File: config.mk
export PLATFORM = sky130hd
export DESIGN_NAME = ups_status_poll_parser
export DESIGN_NICKNAME = d
export VERILOG_FILES = /design/src/rtl/ups_pkg.sv /design/src/rtl/ups_status_poll_parser.sv
export SDC_FILE = /design/constraint.sdc
export NUM_CORES = 1
export LEC_CHECK = 0
export BUFFER_PORTS_ARGS = -buffer_cell sky130_fd_sc_hd__buf_2
export CORE_ASPECT_RATIO = 0.9
export CORE_MARGIN = 1
export CORE_UTILIZATION = 60
export DETAILED_ROUTE_END_ITERATION = 8
export PLACE_DENSITY = 0.8
export SLEW_MARGIN = 40
export SYNTH_ARGS = -nofsm -noshare
export SYNTH_HDL_FRONTEND = slang
export SYNTH_SLANG_ARGS = --single-unit
File: constraint.sdc
create_clock -name clk -period 5.4 [get_ports clk]
set_clock_uncertainty 0.1 [all_clocks]
set_input_delay 0.54 -clock clk [delete_from_list [all_inputs] [get_ports clk]]
set_output_delay 0.54 -clock clk [all_outputs]
set_load 0.03 [all_outputs]
File: src/rtl/ups_pkg.sv
// Package for the UPS status poll parser: codes, character constants and limits.
package ups_pkg;

  // Largest number of words a reply may hold before it is abandoned.
  localparam int MaxWords = 16;

  // Widths of the counters and fields.
  localparam int TickW  = 16;
  localparam int CharW  = 8;
  localparam int WordW  = 5;
  localparam int CinwW  = 4;
  localparam int CfgIdxW = 2;
  localparam int CfgDatW = 16;

  // Register indexes on the configuration port.
  localparam logic [CfgIdxW-1:0] REG_RESPONSE_TIMEOUT = 2'd0;
  localparam logic [CfgIdxW-1:0] REG_RETRY_DELAY      = 2'd1;
  localparam logic [CfgIdxW-1:0] REG_MAX_CHARS        = 2'd2;

  // Register reset values.
  localparam logic [TickW-1:0] RESPONSE_TIMEOUT_RST = 16'd4000;
  localparam logic [TickW-1:0] RETRY_DELAY_RST      = 16'd3000;
  localparam logic [CharW-1:0] MAX_CHARS_RST        = 8'd199;

  // Characters of interest in the reply stream.
  localparam logic [7:0] CH_NUL   = 8'h00;
  localparam logic [7:0] CH_OPEN  = 8'h28;
  localparam logic [7:0] CH_Q     = 8'h51;
  localparam logic [7:0] CH_CR    = 8'h0D;
  localparam logic [7:0] CH_SPACE = 8'h20;
  localparam logic [7:0] CH_ONE   = 8'h31;

  // Shape of the valid status reply.
  localparam logic [WordW-1:0] STATUS_WORDS      = 5'd8;
  localparam logic [WordW-1:0] FLAG_WORD         = 5'd7;
  localparam logic [CinwW-1:0] FLAG_WORD_CHARS   = 4'd8;
  localparam logic [CinwW-1:0] CINW_MAX          = 4'd15;
  localparam logic [CinwW-1:0] POS_ON_BATTERY    = 4'd0;
  localparam logic [CinwW-1:0] POS_LOW_BATTERY   = 4'd1;
  localparam logic [CinwW-1:0] POS_FAULT         = 4'd3;
  localparam logic [CinwW-1:0] POS_OVERRIDE      = 4'd6;
  localparam logic [WordW-1:0] LAST_WORD_INDEX   = WordW'(MaxWords - 1);

  // Item kinds.
  localparam logic OP_BYTE = 1'b0;
  localparam logic OP_TICK = 1'b1;

  // Status codes reported to the host.
  typedef enum logic [2:0] {
    ST_UNKNOWN = 3'd0,
    ST_OK      = 3'd1,
    ST_NOLINK  = 3'd2,
    ST_BATTERY = 3'd3,
    ST_LOWBAT  = 3'd4,
    ST_FAULT   = 3'd5
  } status_t;

  // Poll sequencer phases.
  typedef enum logic [2:0] {
    PH_HOME  = 3'b001,
    PH_WAIT  = 3'b010,
    PH_DELAY = 3'b100
  } phase_t;

  // Status from the four recorded flag bits.
  function automatic status_t decode_flags(input logic [3:0] flags);
    status_t st;
    st = ST_OK;
    if (!flags[3]) begin
      if (flags[0]) begin
        st = ST_BATTERY;
      end else if (flags[1]) begin
        st = ST_LOWBAT;
      end else if (flags[2]) begin
        st = ST_FAULT;
      end
    end
    return st;
  endfunction

endpackage

File: src/rtl/ups_status_poll_parser.sv
// Top level of the UPS status poll parser: input stage, parser, sequencer and result register.
// The block takes one word (a received byte or a time tick) per clock cycle while the output is
// not stalled, and gives one result word for each. A word is held in the input register and is
// parsed on its way into the result register, from which its result is on the outputs; a stall
// on the output holds both registers. Both stages hand over in the same cycle, so the sustained
// rate is one word per cycle, set by the single parse step between the two registers.
// Configuration writes take effect at once; the user must make them only while no word is in
// flight, and the block itself does not enforce this.
module ups_status_poll_parser
  import ups_pkg::*;
(
  input  logic                 clk,
  input  logic                 rst,
  input  logic                 cfg_wr_en,
  input  logic [CfgIdxW-1:0]   cfg_index,
  input  logic [CfgDatW-1:0]   cfg_data,
  input  logic                 in_valid,
  output logic                 in_ready,
  input  logic                 operation,
  input  logic [7:0]           rx_byte,
  output logic                 out_valid,
  input  logic                 out_ready,
  output logic                 send_query,
  output logic [2:0]           ups_status,
  output logic                 status_updated,
  output logic                 reply_done,
  output logic [WordW-1:0]     reply_words
);

  // Configuration registers.
  logic [TickW-1:0] response_timeout;
  logic [TickW-1:0] retry_delay;
  logic [CharW-1:0] max_chars;

  // Input stage.
  logic             s1_valid;
  logic             s1_op;
  logic [7:0]       s1_byte;
  logic             s1_move;

  // Parser and sequencer state.
  phase_t           phase, phase_next;
  logic [TickW-1:0] elapsed, elapsed_next;
  logic             in_reply, in_reply_next;
  logic [CharW-1:0] char_count, char_count_next;
  logic [WordW-1:0] word_index, word_index_next;
  logic [CinwW-1:0] char_in_word, char_in_word_next;
  logic [3:0]       flag_bits, flag_bits_next;
  status_t          status_reg, status_next;

  // Result fields of the word being parsed.
  logic             send_next;
  logic             upd_next;
  logic             done_next;
  logic [WordW-1:0] words_next;

  // Handshake between the stages.
  assign s1_move  = s1_valid && (!out_valid || out_ready);
  assign in_ready = !s1_valid || s1_move;

  // Configuration writes.
  always_ff @(posedge clk) begin
    if (rst) begin
      response_timeout <= RESPONSE_TIMEOUT_RST;
      retry_delay      <= RETRY_DELAY_RST;
      max_chars        <= MAX_CHARS_RST;
    end else if (cfg_wr_en) begin
      unique case (cfg_index)
        REG_RESPONSE_TIMEOUT: response_timeout <= cfg_data;
        REG_RETRY_DELAY:      retry_delay      <= cfg_data;
        REG_MAX_CHARS:        max_chars        <= cfg_data[CharW-1:0];
        default: ;
      endcase
    end
  end

  // Input register.
  always_ff @(posedge clk) begin
    if (rst) begin
      s1_valid <= 1'b0;
    end else if (in_ready) begin
      s1_valid <= in_valid;
    end
  end

  always_ff @(posedge clk) begin
    if (in_ready && in_valid) begin
      s1_op   <= operation;
      s1_byte <= rx_byte;
    end
  end

  // Parse one word against the current state.
  always_comb begin
    phase_next        = phase;
    elapsed_next      = elapsed;
    in_reply_next     = in_reply;
    char_count_next   = char_count;
    word_index_next   = word_index;
    char_in_word_next = char_in_word;
    flag_bits_next    = flag_bits;
    status_next       = status_reg;
    send_next         = 1'b0;
    upd_next          = 1'b0;
    done_next         = 1'b0;
    words_next        = '0;

    if (s1_op == OP_BYTE && s1_byte == CH_NUL) begin
      // A zero byte is ignored everywhere.
    end else begin
      unique case (phase)
        PH_WAIT: begin
          if (s1_op == OP_TICK) begin
            if (elapsed >= response_timeout) begin
              status_next  = ST_NOLINK;
              upd_next     = 1'b1;
              phase_next   = PH_DELAY;
              elapsed_next = '0;
            end else begin
              elapsed_next = elapsed + 1'b1;
            end
          end else if (!in_reply) begin
            if (s1_byte == CH_OPEN) begin
              in_reply_next     = 1'b1;
              char_count_next   = '0;
              word_index_next   = '0;
              char_in_word_next = '0;
              flag_bits_next    = '0;
            end else if (s1_byte == CH_Q) begin
              send_next = 1'b1;
            end
          end else if (s1_byte == CH_CR) begin
            in_reply_next = 1'b0;
            words_next    = word_index + 1'b1;
            done_next     = 1'b1;
            if (words_next == STATUS_WORDS && char_in_word == FLAG_WORD_CHARS) begin
              status_next = decode_flags(flag_bits);
              upd_next    = 1'b1;
            end
            phase_next   = PH_DELAY;
            elapsed_next = '0;
          end else if (char_count >= max_chars) begin
            in_reply_next = 1'b0;
          end else if (s1_byte == CH_SPACE) begin
            if (word_index < LAST_WORD_INDEX) begin
              word_index_next   = word_index + 1'b1;
              char_in_word_next = '0;
              char_count_next   = char_count + 1'b1;
            end else begin
              in_reply_next = 1'b0;
            end
          end else begin
            char_count_next = char_count + 1'b1;
            if (word_index == FLAG_WORD && s1_byte == CH_ONE) begin
              case (char_in_word)
                POS_ON_BATTERY:  flag_bits_next = flag_bits | 4'b0001;
                POS_LOW_BATTERY: flag_bits_next = flag_bits | 4'b0010;
                POS_FAULT:       flag_bits_next = flag_bits | 4'b0100;
                POS_OVERRIDE:    flag_bits_next = flag_bits | 4'b1000;
                default: ;
              endcase
            end
            if (char_in_word < CINW_MAX) begin
              char_in_word_next = char_in_word + 1'b1;
            end
          end
        end
        PH_DELAY: begin
          if (s1_op == OP_TICK) begin
            if (elapsed >= retry_delay) begin
              phase_next = PH_HOME;
            end else begin
              elapsed_next = elapsed + 1'b1;
            end
          end
        end
        default: begin
          // Home: ask for a query and start waiting for the reply.
          send_next    = 1'b1;
          phase_next   = PH_WAIT;
          elapsed_next = '0;
        end
      endcase
    end
  end

  // State registers, advanced as a word passes into the result register.
  always_ff @(posedge clk) begin
    if (rst) begin
      phase        <= PH_HOME;
      elapsed      <= '0;
      in_reply     <= 1'b0;
      char_count   <= '0;
      word_index   <= '0;
      char_in_word <= '0;
      flag_bits    <= '0;
      status_reg   <= ST_UNKNOWN;
    end else if (s1_move) begin
      phase        <= phase_next;
      elapsed      <= elapsed_next;
      in_reply     <= in_reply_next;
      char_count   <= char_count_next;
      word_index   <= word_index_next;
      char_in_word <= char_in_word_next;
      flag_bits    <= flag_bits_next;
      status_reg   <= status_next;
    end
  end

  // Result register.
  always_ff @(posedge clk) begin
    if (rst) begin
      out_valid <= 1'b0;
    end else if (!out_valid || out_ready) begin
      out_valid <= s1_valid;
    end
  end

  always_ff @(posedge clk) begin
    if (s1_move) begin
      send_query     <= send_next;
      ups_status     <= status_next;
      status_updated <= upd_next;
      reply_done     <= done_next;
      reply_words    <= words_next;
    end
  end

endmodule

==> metrics.md <==
| Metric | Value |
|---|---|
| Antenna violations before repair | 0 |
| Gr busiest metal | met2 |
| Register area | 2320 um^2 |
| CP max stage cell | nor3_1 |
| Boundary Pins | 45 |
| Mean post-synth cell area | 8.84 um^2 |
| First-pass GRT wire length | 20.7 mm |
| Pins Over Slew Limit | 0 |
| Clock power share | 33.1% |
| Post-synth ARST share | 0% |
| CP arrival | 3070 ps |
| Worst-path clk slew | 100 ps |
| CTS root buffer | clkbuf_8 |
| # port buffers | 44 |
| ANT nets after route | 0 |
| Maximum VDD drop | 0.201 mV |
| Crit. End Element | flip-flop |
| Most frequent cells in the layout | 95 x nand2_1, 86 x dfxtp_1, 51 x inv_1, 48 x ha_1, 46 x a21oi_1 |
| Post-Syn Nets | 726 |
| Main synth FF type | dfxtp_1 |
| Vias in the first global route | 4393 |
| Pin count of the biggest net entering global routing | 86 |
| Overall die height | 94.6 um |
| Final Instance Count excl. Fillers | 806 |
| Met2 usage | 40.1% |
| Status | completed |
| Sequential share of the synthesized area | 40.6% |
| Number of synthesized flops with an enable pin | 20 |
| Met3 Resource Use GR | 6.35% |
| Xor/xnor share of the synthesized area | 2.76% |
| Largest regs | elapsed (16), response_timeout (16), retry_delay (16) |
| Fin nets | 759 |
| Delay of the slowest cell on the worst path | 680 ps |
| Area of the multi-input gates | 3110 um^2 |
| Final Cycle Share | 54.2% |
| Met1 Track Usage GR | 38.1% |
| DP Cell Count | 790 |
| Number of post-CTS setup repair buffers | 0 |
| Pin slew with the least headroom to its limit | 746 ps |
| DR vias | 4706 |
| Reg2reg path depth | 6 |
| WS Path Type | flip-flop to flip-flop |
| FF-to-FF End | elapsed[5] |
| Lkg Pwr | 2.50 nW |
| CTS tree | built |
| Post-cts gate resize count | 0 |
| Seq pwr share | 58.9% |
| TNS Setup | 0 ps |
| Combinational Power Share | 8.0% |
| Unrepaired setup endpoints after global routing | no |
| Via density | 5.84 |
| Synthesized area | 5710 um^2 |
| Core Area | 9170 um^2 |
| Row cnt | 33 |
| Routed wire length per instance | 15.5 um |
| Die ar. | 9920 um^2 |
| R2r startpoint | s1_byte[4] |
| Switching power | 0.363 mW |
| Initial Util | 62.3% |
| Synth Register Bits | 106 |
| R2R setup slack | 2470 ps |
| Yosys warns | 0 |
| Crit-path max FO | 13 |
| Most common cell after layout, fill and taps aside | nand2_1 |
| Power density over the cells | 230 nW/um^2 |
| Num CTS Buffers | 9 |
| Final hold violations | 0 |
| Initial DRC Count | 422 |
| DRT Pass-1 Iters | 5 |
| Final Total Pwr | 1.43 mW |
| Startpoint types | flip-flop |
| Mux contribution to synthesized area | 0.548% |
| Detailed Place HPWL | 9.13 mm |
| Clock latency on the worst-skew pair | 390 ps |
| Synth cell types | 69 |
| Hold-fix buffers at CTS | 0 |
| GR Overflow Total | 0 |
| Maxcap violations | 0 |
| Pint | 1.07 mW |
| Largest family of logic cells by synthesized area | simple AND/OR/NAND/NOR gates |
| H-tree depth | 3 |
| WP data required | 5540 ps |
| Worst setup path end | elapsed[5] |
| Total Routing Usage GR | 26.5% |
| Setup Viol. Count Final | 0 |
| Synth-to-Final Area Change | 8.74% |
| Final Wtd Congestion | 0.878 |
| WL final | 12.5 mm |
| Worst-path cell chain | nor4_4 -> nand3_2 -> a221o_1 -> nor3_1 -> buf_4 -> nor3_1 |
| Clk sink count | 106 |
| Critical Path Start | s1_byte[4] |
| Sw Share | 25.4% |
| Worst Hold Class | input pin to flip-flop |
| Die width | 105 um |
| Compound-Gate Fraction of Synth Area | 14.3% |
| Critical path's most frequent cell | nor3_1 |
| Area share of fa/ha/maj cells after synthesis | 10.5% |
| FMAX | 0.342 GHz |
| Inserted Diodes | 0 |
| Post-Syn Instances | 646 |
| Worst rel slew slack | 49.9% |
| Share of cells above drive strength 1 | 13.2% |
| Crit path time final | 2930 ps |
| Fill count | 768 |
| Synth Area in Simple Gates | 26.0% |
| DRC | 0 |
| Max clock buf depth | 2 |
-- power by group through the flow --
| stage | combinational (mW) | sequential (mW) | clock [mW] |
|---|---|---|---|
| after floorplan | 0.0680 | 0.863 | 0 |
| after global placement | 0.108 | 0.858 | 0 |
| after detailed placement | 0.111 | 0.859 | 0 |
| after CTS | 0.113 | 0.841 | 0.477 |
| after global routing | 0.127 | 0.844 | 0.511 |
| final | 0.114 | 0.841 | 0.473 |
-- cell usage after synthesis, types with 8 or more instances --
master / number / area share [%]
nor2_1: 45 / 3.0
ha_1: 48 / 11
nand2_1: 95 / 6.2
o21ai_0: 17 / 1.5
dfxtp_1: 86 / 30
and3_1: 9 / 0.99
nand3_1: 14 / 1.2
edfxtp_1: 20 / 11
nor4_1: 9 / 0.99
a21oi_1: 46 / 4.0
nand2b_1: 8 / 0.88
a211o_1: 11 / 1.7
nor3_1: 23 / 2.0
nand3b_1: 15 / 2.0
xnor2_1: 14 / 2.1
inv_1: 51 / 3.4
clkbuf_1: 20 / 1.3
-- worst min path at each step --
stage / start / cells after the start / to / slack [ps]
floorplan: max_chars[3] / 2 / max_chars[3] / 340
global placement: retry_delay[14] / 2 / retry_delay[14] / 340
detailed placement: max_chars[3] / 2 / max_chars[3] / 350
CTS: operation / 1 / s1_op / 230
global route: rx_byte[7] / 1 / s1_byte[7] / 220
finish: operation / 1 / s1_op / 240
-- kinds of logic (layout without fill, tap and decap cells) --
group                      Yosys count  in the layout
AOI/OAI and AO/OA                  122            122
xor gates and xnor gates            18             18
DFF                                106            106
buffers and inverters               77            115
and+or+nand+nor                    272            272
muxes                                3              3
adders and majority gates           48             48
-- final cells by class --
class | instances | share of cell area [%]
clock inverter | 5 | 0.544
inverter | 51 | 3.08
timing repair buffer | 48 | 4.09
sequential | 106 | 37.4
multi-input combinational | 463 | 50.0
tap | 122 | 2.46
clock buffer | 11 | 2.46
-- worst max-delay path, delay by kind of cell, from the launching register on --
family | cells | cell delay [ps]
buffers and inverters | 1 | 310
AO/OA/AOI/OAI | 1 | 530
flip-flops | 1 | 510
AND/OR/NAND/NOR | 4 | 1340
-- per-layer routing --
metal / wire (um) / vias to the layer above / part of all wire (%)
li1: - / 2352 / -
met1: 6320 / 2200 / 51
met2: 5320 / 133 / 43
met3: 692 / 21 / 5.5
met4: 165 / 0 / 1.3
met5: 0 / - / 0
-- stage by stage --
step           hold slack [ps]  area [um^2]  util (%)  setup WS [ps]
2_1_floorplan              336         5710         -           2900
3_3_place_gp               344         6020      65.6           2540
3_5_place_dp               349         6020      65.7           2500
4_1_cts                    232         6200      67.7           2510
5_1_grt                    217         6210      67.8           2320
6_report                   237         6210      67.8           2470
Note: power is estimated with default switching activity, not from simulation.
